File: src/sv/rfc_pkg.sv
// ============================================================================
// rfc_pkg: shared types and constants for the readout frame checker
// Transfer payload types, word kind and status codes, CRC-16 XOR equations.
// ============================================================================
package rfc_pkg;

    typedef struct packed {
        logic [63:0] data_word;
        logic        buffer_start;
    } in_item_t;

    typedef struct packed {
        logic [63:0] word_out;
        logic [2:0]  word_kind;
        logic        frame_done;
        logic [2:0]  frame_status;
    } out_item_t;

    typedef struct packed {
        logic        en;
        logic [3:0]  idx;
        logic [23:0] size;
    } slot_wr_t;

    localparam logic [2:0] KIND_HDR1    = 3'd0;
    localparam logic [2:0] KIND_HDR2    = 3'd1;
    localparam logic [2:0] KIND_DESC    = 3'd2;
    localparam logic [2:0] KIND_PAYLOAD = 3'd3;
    localparam logic [2:0] KIND_TRL1    = 3'd4;
    localparam logic [2:0] KIND_TRL2    = 3'd5;
    localparam logic [2:0] KIND_DISCARD = 3'd6;

    localparam logic [2:0] ST_OK         = 3'd0;
    localparam logic [2:0] ST_BAD_HEADER = 3'd1;
    localparam logic [2:0] ST_BAD_SLOT   = 3'd2;
    localparam logic [2:0] ST_BAD_MARKER = 3'd3;
    localparam logic [2:0] ST_BAD_CRC    = 3'd4;
    localparam logic [2:0] ST_BAD_LENGTH = 3'd5;

    localparam logic [3:0]  HDR_MARKER = 4'h5;
    localparam logic [3:0]  TRL_MARKER = 4'hA;
    localparam logic [15:0] CRC_INIT   = 16'hFFFF;
    localparam logic [63:0] TRL2_CRC_MASK = 64'hFFFF_FFFF_0000_FFFF;
    localparam logic [24:0] CNT_MAX    = 25'h1FF_FFFF;

    // data bits feeding each CRC bit; CRC enters on data bits 63:48
    localparam logic [63:0] CRC_TAPS [16] = '{
        64'hF0FFEBFFCFFFBFFF, 64'hE1FFD7FF9FFF7FFE,
        64'h33004400F0014003, 64'h66008801E0028006,
        64'hCC011003C005000C, 64'h98022007800A0018,
        64'h3004400F00140030, 64'h6008801E00280060,
        64'hC011003C005000C0, 64'h8022007800A00180,
        64'h004400F001400300, 64'h008801E002800600,
        64'h011003C005000C00, 64'h022007800A001800,
        64'h04400F0014003000, 64'hF87FF5FFE7FFDFFF
    };

    function automatic logic [15:0] crc_next(input logic [15:0] crc, input logic [63:0] word);
        logic [63:0] x;
        logic [15:0] r;
        x = word ^ {crc, 48'd0};
        for (int i = 0; i < 16; i++)
        begin
            r[i] = ^(x & CRC_TAPS[i]);
        end
        return r;
    endfunction

endpackage

File: src/sv/rfc_slot_table.sv
// ============================================================================
// rfc_slot_table: per-slot size store
// One size per slot, written by descriptors, read as a word enters the
// input register; a write to the same slot at that edge is forwarded.
// ============================================================================
module rfc_slot_table
    import rfc_pkg::*;
#(
    parameter int MAX_SLOTS = 12
)
(
    input  logic        clk,
    input  slot_wr_t    wr,
    input  logic        rd_en,
    input  logic [3:0]  rd_idx,
    output logic [23:0] rd_size
);

    localparam int IW = (MAX_SLOTS > 1) ? $clog2(MAX_SLOTS) : 1;

    logic [23:0] size_reg [MAX_SLOTS];
    logic [23:0] rd_size_reg;

    always_ff @(posedge clk)
    begin
        if (wr.en)
        begin
            size_reg[wr.idx[IW-1:0]] <= wr.size;
        end
        if (rd_en)
        begin
            if (wr.en && wr.idx == rd_idx)
            begin
                rd_size_reg <= wr.size;
            end
            else
            begin
                rd_size_reg <= size_reg[rd_idx[IW-1:0]];
            end
        end
    end

    assign rd_size = rd_size_reg;

endmodule

File: src/sv/rfc_parser.sv
// ============================================================================
// rfc_parser: frame parse state, CRC and length checks
// Computes one word's result and the next parse state in a single pass.
// ============================================================================
module rfc_parser
    import rfc_pkg::*;
#(
    parameter int MAX_SLOTS = 12
)
(
    input  logic        clk,
    input  logic        rst_n,
    input  logic        step,
    input  logic        load,
    input  logic [3:0]  load_slot,
    input  in_item_t    item,
    input  logic [11:0] expected_source_id,
    output out_item_t   result
);

    localparam int IW = (MAX_SLOTS > 1) ? $clog2(MAX_SLOTS) : 1;
    localparam logic [3:0] SLOT_LAST = 4'(MAX_SLOTS);

    localparam logic [2:0] PH_DISCARD = 3'd0;
    localparam logic [2:0] PH_HDR2    = 3'd1;
    localparam logic [2:0] PH_DESC    = 3'd2;
    localparam logic [2:0] PH_PAYLOAD = 3'd3;
    localparam logic [2:0] PH_TRL1    = 3'd4;
    localparam logic [2:0] PH_TRL2    = 3'd5;

    logic [2:0]           phase_reg, phase_next;
    logic [15:0]          crc_reg, crc_next_v;
    logic [24:0]          cnt_reg, cnt_next;
    logic [3:0]           desc_left_reg, desc_left_next;
    logic [MAX_SLOTS-1:0] seen_reg, seen_next;
    logic [27:0]          payload_left_reg, payload_left_next;

    logic [63:0] w;
    logic [63:0] crc_word;
    logic [15:0] crc_seed;
    logic [15:0] crc_calc;
    logic [24:0] cnt_inc;
    logic [3:0]  slot;
    logic [3:0]  slot_idx;
    logic [3:0]  load_idx;
    logic        slot_ok;
    logic [23:0] old_size;
    logic [23:0] rd_size;
    logic [27:0] sum_new;
    logic [27:0] payload_dec;
    logic [3:0]  desc_dec;
    slot_wr_t    slot_wr;

    assign load_idx = load_slot - 4'd1;

    rfc_slot_table #(.MAX_SLOTS(MAX_SLOTS)) u_slot_table
    (
        .clk     (clk),
        .wr      (slot_wr),
        .rd_en   (load),
        .rd_idx  (load_idx),
        .rd_size (rd_size)
    );

    assign w        = item.data_word;
    assign crc_word = (!item.buffer_start && phase_reg == PH_TRL2) ? (w & TRL2_CRC_MASK) : w;
    assign crc_seed = item.buffer_start ? CRC_INIT : crc_reg;
    assign crc_calc = crc_next(crc_seed, crc_word);
    assign cnt_inc  = (cnt_reg == CNT_MAX) ? cnt_reg : cnt_reg + 25'd1;
    assign slot     = w[19:16];
    assign slot_idx = slot - 4'd1;
    assign slot_ok  = (slot != 4'd0) && (slot <= SLOT_LAST);
    assign old_size = seen_reg[slot_idx[IW-1:0]] ? rd_size : 24'd0;
    assign sum_new  = payload_left_reg - {4'd0, old_size} + {4'd0, w[55:32]};
    assign payload_dec = payload_left_reg - 28'd1;
    assign desc_dec    = desc_left_reg - 4'd1;

    always_comb
    begin
        phase_next        = phase_reg;
        crc_next_v        = crc_reg;
        cnt_next          = cnt_reg;
        desc_left_next    = desc_left_reg;
        seen_next         = seen_reg;
        payload_left_next = payload_left_reg;
        slot_wr.en        = 1'b0;
        slot_wr.idx       = slot_idx;
        slot_wr.size      = w[55:32];
        result.word_out     = w;
        result.word_kind    = KIND_DISCARD;
        result.frame_done   = 1'b0;
        result.frame_status = ST_OK;

        if (item.buffer_start)
        begin
            result.word_kind = KIND_HDR1;
            if (w[63:60] != HDR_MARKER || w[19:8] != expected_source_id)
            begin
                result.frame_done   = 1'b1;
                result.frame_status = ST_BAD_HEADER;
                phase_next          = PH_DISCARD;
            end
            else
            begin
                crc_next_v = crc_calc;
                cnt_next   = 25'd1;
                phase_next = PH_HDR2;
            end
        end
        else
        begin
            case (phase_reg)
                PH_HDR2:
                begin
                    result.word_kind  = KIND_HDR2;
                    crc_next_v        = crc_calc;
                    cnt_next          = cnt_inc;
                    desc_left_next    = w[55:52];
                    seen_next         = '0;
                    payload_left_next = 28'd0;
                    phase_next        = (w[55:52] != 4'd0) ? PH_DESC : PH_TRL1;
                end
                PH_DESC:
                begin
                    result.word_kind = KIND_DESC;
                    crc_next_v       = crc_calc;
                    cnt_next         = cnt_inc;
                    if (!slot_ok)
                    begin
                        result.frame_done   = 1'b1;
                        result.frame_status = ST_BAD_SLOT;
                        phase_next          = PH_DISCARD;
                    end
                    else
                    begin
                        slot_wr.en        = 1'b1;
                        seen_next         = seen_reg
                                          | (MAX_SLOTS'(1) << slot_idx[IW-1:0]);
                        desc_left_next    = desc_dec;
                        payload_left_next = sum_new;
                        if (desc_dec == 4'd0)
                        begin
                            phase_next = (sum_new != 28'd0) ? PH_PAYLOAD : PH_TRL1;
                        end
                    end
                end
                PH_PAYLOAD:
                begin
                    result.word_kind  = KIND_PAYLOAD;
                    crc_next_v        = crc_calc;
                    cnt_next          = cnt_inc;
                    payload_left_next = payload_dec;
                    if (payload_dec == 28'd0)
                    begin
                        phase_next = PH_TRL1;
                    end
                end
                PH_TRL1:
                begin
                    result.word_kind = KIND_TRL1;
                    crc_next_v       = crc_calc;
                    cnt_next         = cnt_inc;
                    phase_next       = PH_TRL2;
                end
                PH_TRL2:
                begin
                    result.word_kind  = KIND_TRL2;
                    result.frame_done = 1'b1;
                    crc_next_v        = crc_calc;
                    cnt_next          = cnt_inc;
                    phase_next        = PH_DISCARD;
                    if (w[63:60] != TRL_MARKER)
                    begin
                        result.frame_status = ST_BAD_MARKER;
                    end
                    else if (crc_calc != w[31:16])
                    begin
                        result.frame_status = ST_BAD_CRC;
                    end
                    else if (cnt_inc != {1'b0, w[55:32]})
                    begin
                        result.frame_status = ST_BAD_LENGTH;
                    end
                end
                default:
                begin
                    result.word_kind = KIND_DISCARD;
                end
            endcase
        end

        if (!step)
        begin
            slot_wr.en = 1'b0;
        end
    end

    always_ff @(posedge clk or negedge rst_n)
    begin
        if (!rst_n)
        begin
            phase_reg        <= PH_DISCARD;
            crc_reg          <= CRC_INIT;
            cnt_reg          <= 25'd0;
            desc_left_reg    <= 4'd0;
            seen_reg         <= '0;
            payload_left_reg <= 28'd0;
        end
        else if (step)
        begin
            phase_reg        <= phase_next;
            crc_reg          <= crc_next_v;
            cnt_reg          <= cnt_next;
            desc_left_reg    <= desc_left_next;
            seen_reg         <= seen_next;
            payload_left_reg <= payload_left_next;
        end
    end

endmodule

File: src/sv/readout_frame_checker_crc16.sv
// ============================================================================
// readout_frame_checker_crc16: 64-bit readout frame checker with CRC-16
// Input register, single-pass parser, output register.
// ============================================================================
// Takes one 64-bit frame word per clock while the output is not stalled and
// returns it with its kind; the last word of a frame carries frame_done and
// the status. Each word is held in the input register and then moves to the
// output register once that register is empty or is being read.
// The per-word path is the 64-bit CRC XOR tree plus the running sum of slot
// sizes (one subtract and one add), both evaluated between the input and
// output registers; the stored slot size is read as the word enters the
// input register. The user must write expected_source_id through the cfg
// channel only while no words are in flight; the block does not enforce it.
module readout_frame_checker_crc16
    import rfc_pkg::*;
#(
    parameter int MAX_SLOTS = 12
)
(
    input  logic        clk,
    input  logic        rst_n,
    input  logic        item_valid,
    output logic        item_ready,
    input  in_item_t    item,
    output logic        result_valid,
    input  logic        result_ready,
    output out_item_t   result,
    input  logic        cfg_valid,
    output logic        cfg_ready,
    input  logic [11:0] cfg_data
);

    logic        in_valid_reg;
    in_item_t    in_item_reg;
    logic        out_valid_reg;
    out_item_t   out_item_reg;
    logic [11:0] src_id_reg;
    logic        advance;
    logic        in_take;
    out_item_t   parsed;

    assign advance      = in_valid_reg && (!out_valid_reg || result_ready);
    assign item_ready   = !in_valid_reg || advance;
    assign in_take      = item_valid && item_ready;
    assign result_valid = out_valid_reg;
    assign result       = out_item_reg;
    assign cfg_ready    = 1'b1;

    rfc_parser #(.MAX_SLOTS(MAX_SLOTS)) u_parser
    (
        .clk                (clk),
        .rst_n              (rst_n),
        .step               (advance),
        .load               (in_take),
        .load_slot          (item.data_word[19:16]),
        .item               (in_item_reg),
        .expected_source_id (src_id_reg),
        .result             (parsed)
    );

    always_ff @(posedge clk or negedge rst_n)
    begin
        if (!rst_n)
        begin
            in_valid_reg  <= 1'b0;
            out_valid_reg <= 1'b0;
            src_id_reg    <= 12'd0;
        end
        else
        begin
            if (item_ready)
            begin
                in_valid_reg <= item_valid;
            end
            if (advance)
            begin
                out_valid_reg <= 1'b1;
            end
            else if (result_ready)
            begin
                out_valid_reg <= 1'b0;
            end
            if (cfg_valid)
            begin
                src_id_reg <= cfg_data;
            end
        end
    end

    always_ff @(posedge clk)
    begin
        if (in_take)
        begin
            in_item_reg <= item;
        end
        if (advance)
        begin
            out_item_reg <= parsed;
        end
    end

endmodule
File: config.mk
export PLATFORM = sky130hd
export DESIGN_NAME = readout_frame_checker_crc16
export DESIGN_NICKNAME = d
export VERILOG_FILES = /design/src/sv/rfc_pkg.sv /design/src/sv/rfc_slot_table.sv /design/src/sv/rfc_parser.sv /design/src/sv/readout_frame_checker_crc16.sv
export SDC_FILE = /design/constraint.sdc
export NUM_CORES = 1
export LEC_CHECK = 0
export ABC_AREA = 1
export BUFFER_PORTS_ARGS = -buffer_cell sky130_fd_sc_hd__buf_2
export CAP_MARGIN = 20
export CELL_PAD_IN_SITES_DETAIL_PLACEMENT = 0
export CELL_PAD_IN_SITES_GLOBAL_PLACEMENT = 1
export CORE_ASPECT_RATIO = 0.75
export CORE_MARGIN = 3
export CORE_UTILIZATION = 35
export DETAILED_ROUTE_END_ITERATION = 10
export PLACE_DENSITY_LB_ADDON = 0.1
export REMOVE_ABC_BUFFERS = 1
export SETUP_SLACK_MARGIN = 0.05
export SYNTH_ARGS = -nofsm -noshare
export SYNTH_HDL_FRONTEND = slang
export SYNTH_HIERARCHICAL = 1
export SYNTH_SLANG_ARGS = --single-unit
File: constraint.sdc
create_clock -name clk -period 15.2 [get_ports clk]
set_clock_uncertainty 0.2 [all_clocks]
set_input_delay 2.28 -clock clk [delete_from_list [all_inputs] [get_ports clk]]
set_output_delay 2.28 -clock clk [all_outputs]
set_load 0.05 [all_outputs]
==> summary.txt <==
Buf/Inv on CP: 4
Layout cell share with drive strength beyond 1: 10.3%
Placeable Area: 86300 µm²
Vias per inst: 4.99
Max FFs per register: 288
Die footprint: 91100 µm²
Clk pwr share: 27.8%
Htree depth: 2
DRT Pass-1 Iters: 5
Final WL: 102000 µm
HPWL Detailed: 71900 µm
Slew Limit Headroom: 27.5%
Setup violators final: 0
Net switching share of the total power: 40.2%
Die Ht: 262 µm
Detail Route Antenna Nets: 0
Clock transition at path regs: 0.06 ns
Post-CTS Setup Repair Bufs: 0
Die width: 348 µm
Multi-input logic area: 12000 µm²
CTS Hold Buffers Added: 0
Setup Total Neg Slack: 0 ns
Largest net degree at the start of global routing: 87
Routed WL per cell: 20.9 µm
Cell variety after synth: 57
Num CTS Buffers: 58
Switch Pwr: 2230 µW
Peak VDD IR: 0.0906 mV
GRT Util Overall: 22.1%
Placed insts: 4788
Critical Path Fanout Max: 24
IO Port Bufs: 154
Max clock buf depth: 3
Synthesized area: 30600 µm²
Tightest Pin Transition: 1.09 ns
Async SR Flop Fraction: 18.5%
Slowest Stage Delay on Critical Path: 0.83 ns
Tmin final: 7.16 ns
CP max stage cell: edfxtp_1
Metal2 WL: 42900 µm
Power Total: 5540 µW
CTS sink cnt: 550
Synth Flop Type: edfxtp_1
Final global-route overflow total: 0
Crit start category: flop
Fill count: 8742
GP Congestion: 0.901
Synth Warn #: 6
Sequential-to-total area share from yosys stat: 52.3%
Part of the power in registers: 34.3%
Fmax: 0.140 GHz
Via count: 24400
Vias in the first global route: 23500
CTS Root Cell: clkbuf_16
Pint: 3310 µW
Fin Hold WS: 0.255 ns
Nets: 3857
Area delta synth->final: 12.2%
Initial antenna violation count: 2
CTS tree: done
Syn Inst Count: 3616
Fin util: 39.8%
Number of synthesized flops with an enable pin: 448
RSZ-0062 raised after global routing: false
First-pass GRT wire length: 152000 µm
Crit path arrival time: 7.47 ns
P_leak: 0.0153 µW
Row cnt: 93
Combinational fraction of design power: 37.9%
FF/Latch Area: 16000 µm²
Yosys reg bits: 550
Synthesized area per cell: 8.47 µm²
Fin crit share: 47.1%
Met3 WL: 7370 µm
M1 WL: 50000 µm
Most frequent cell on the critical path: nand2_1
Slew Limit Fails: 0
Non-Filler Instances: 4902
Crit end category: flop
Outcome: finished clean
Worst hold path type: reg2reg
Starting Density: 35.5%
Crit-path leading delay family: simple AND/OR/NAND/NOR gates
Max Cap Viol: 0
Crit path required time: 15.50 ns
Pwr dens: 161 nW/µm²
Final Hold Fails: 0
Post-CTS sizing: 0
CP Class: reg2reg
Drt first-iter violations: 1936
Clk Latency, worst-skew pair: 0.66 ns
Top sig layer: met4
# DRC: 0
I/O pins: 156
==> cells by family (layout without fill, tap and decap cells) <==
logic type / after synthesis / count (layout) / share of synthesized area (%)
xor+xnor: 127 / 127 / 3.73
other cells: 1 / 3 / 0.0122
fa+ha+maj: 65 / 65 / 3.24
buf+inv: 620 / 764 / 8.86
simple gates: 1952 / 1952 / 26.5
mux: 1 / 1 / 0.0368
flops: 550 / 550 / 52.3
compound gates: 300 / 300 / 5.34
==> per-stage QoR <==
step	worst slack (ns)	instance area (µm²)
after global placement	8.17	32300
after CTS	8.00	34300
after global routing	7.28	34400
after detailed placement	8.01	32300
after floorplan	6.53	29600
final	8.04	34400
==> path summary, 6_finish.rpt <==
| check | from | endpoint | slack (ns) | depth (start not counted) |
|---|---|---|---|---|
| hold reg to reg | in_item_reg[44]$_DFFE_PP_ | result[50]$_DFFE_PP_ | 0.26 | 0 |
| min in group asynchronous | rst_n | u_parser/payload_left_reg[24]$_DFFE_PN0P_ | 1.54 | 1 |
| setup reg to reg | in_item_reg[17]$_DFFE_PP_ | u_parser/phase_reg[1]$_DFFE_PN0P_ | 8.04 | 27 |
| max in group asynchronous | rst_n | src_id_reg[7]$_DFFE_PN0P_ | 11.96 | 2 |
| setup / recovery | in_item_reg[17]$_DFFE_PP_ | u_parser/phase_reg[1]$_DFFE_PN0P_ | 8.04 | 27 |
| hold / removal | in_item_reg[44]$_DFFE_PP_ | result[50]$_DFFE_PP_ | 0.26 | 0 |
==> metal layers <==
layer	vias to the layer above	global-route usage [%]
met2	740	32.3
met5	-	0
met4	0	5.22
met3	123	4.31
met1	11700	33.5
li1	11900	-
==> synth_stat cells (all sizes together) (2+ instances only) <==
| library cell | number | share of area (%) |
|---|---|---|
| a21oi | 76 | 1.2 |
| o211ai | 6 | 0.15 |
| a21boi | 2 | 0.049 |
| nand4 | 29 | 0.59 |
| a22oi | 5 | 0.12 |
| nand3 | 367 | 6.1 |
| ha | 41 | 1.7 |
| dfrtp | 86 | 7.0 |
| xnor2 | 28 | 0.87 |
| nand2 | 1158 | 14 |
| o22ai | 13 | 0.27 |
| a21o | 2 | 0.049 |
| a22o | 3 | 0.086 |
| o21a | 7 | 0.17 |
| nor4 | 9 | 0.18 |
| clkbuf | 51 | 0.62 |
| or2 | 9 | 0.18 |
| edfxtp | 448 | 44 |
| nor2 | 335 | 4.3 |
| buf | 125 | 2.8 |
| inv | 442 | 5.4 |
| xor2 | 99 | 2.9 |
| o21bai | 2 | 0.049 |
| o21ai | 167 | 2.8 |
| dfstp | 16 | 1.4 |
| a31oi | 11 | 0.22 |
| nor3 | 30 | 0.54 |
| fa | 24 | 1.6 |
| nand3b | 13 | 0.32 |
| clkinv | 2 | 0.025 |
==> cell usage in the layout (no fill, tap or decap), types with 24 or more instances in the layout <==
cell       synthesis  final
ha_1              41     41
nor3_1            27     27
a21oi_1           76     75
nand3_1          365    365
fa_1              24     24
xnor2_1           25     25
edfxtp_1         448    448
nand2_1         1152   1152
buf_2             37    153
buf_4             70     56
nor2_1           321    309
nand4_1           29     29
inv_1            430    427
dfrtp_1           86     86
clkbuf_16          0     58
xor2_1            98     96
o21ai_0          149    149
==> power by group through the flow <==
stage                     registers [µW]  clock network (µW)  logic, µW
after floorplan                     1950                   0       1360
after global placement              1930                   0       2070
after detailed placement            1930                   0       2070
after CTS                           1900                1580       2080
after global routing                1920                1650       2340
final                               1900                1540       2100
==> final cells by class <==
class	count	area share [%]
inverter	444	4.88
tap	1140	4.15
sequential	550	46.6
clock buffer	68	4.33
timing repair buffer	210	3.47
multi-input combinational	2446	34.9
clock inverter	42	1.66
antenna	2	0.0146
Power figures use the tool's default switching activity.
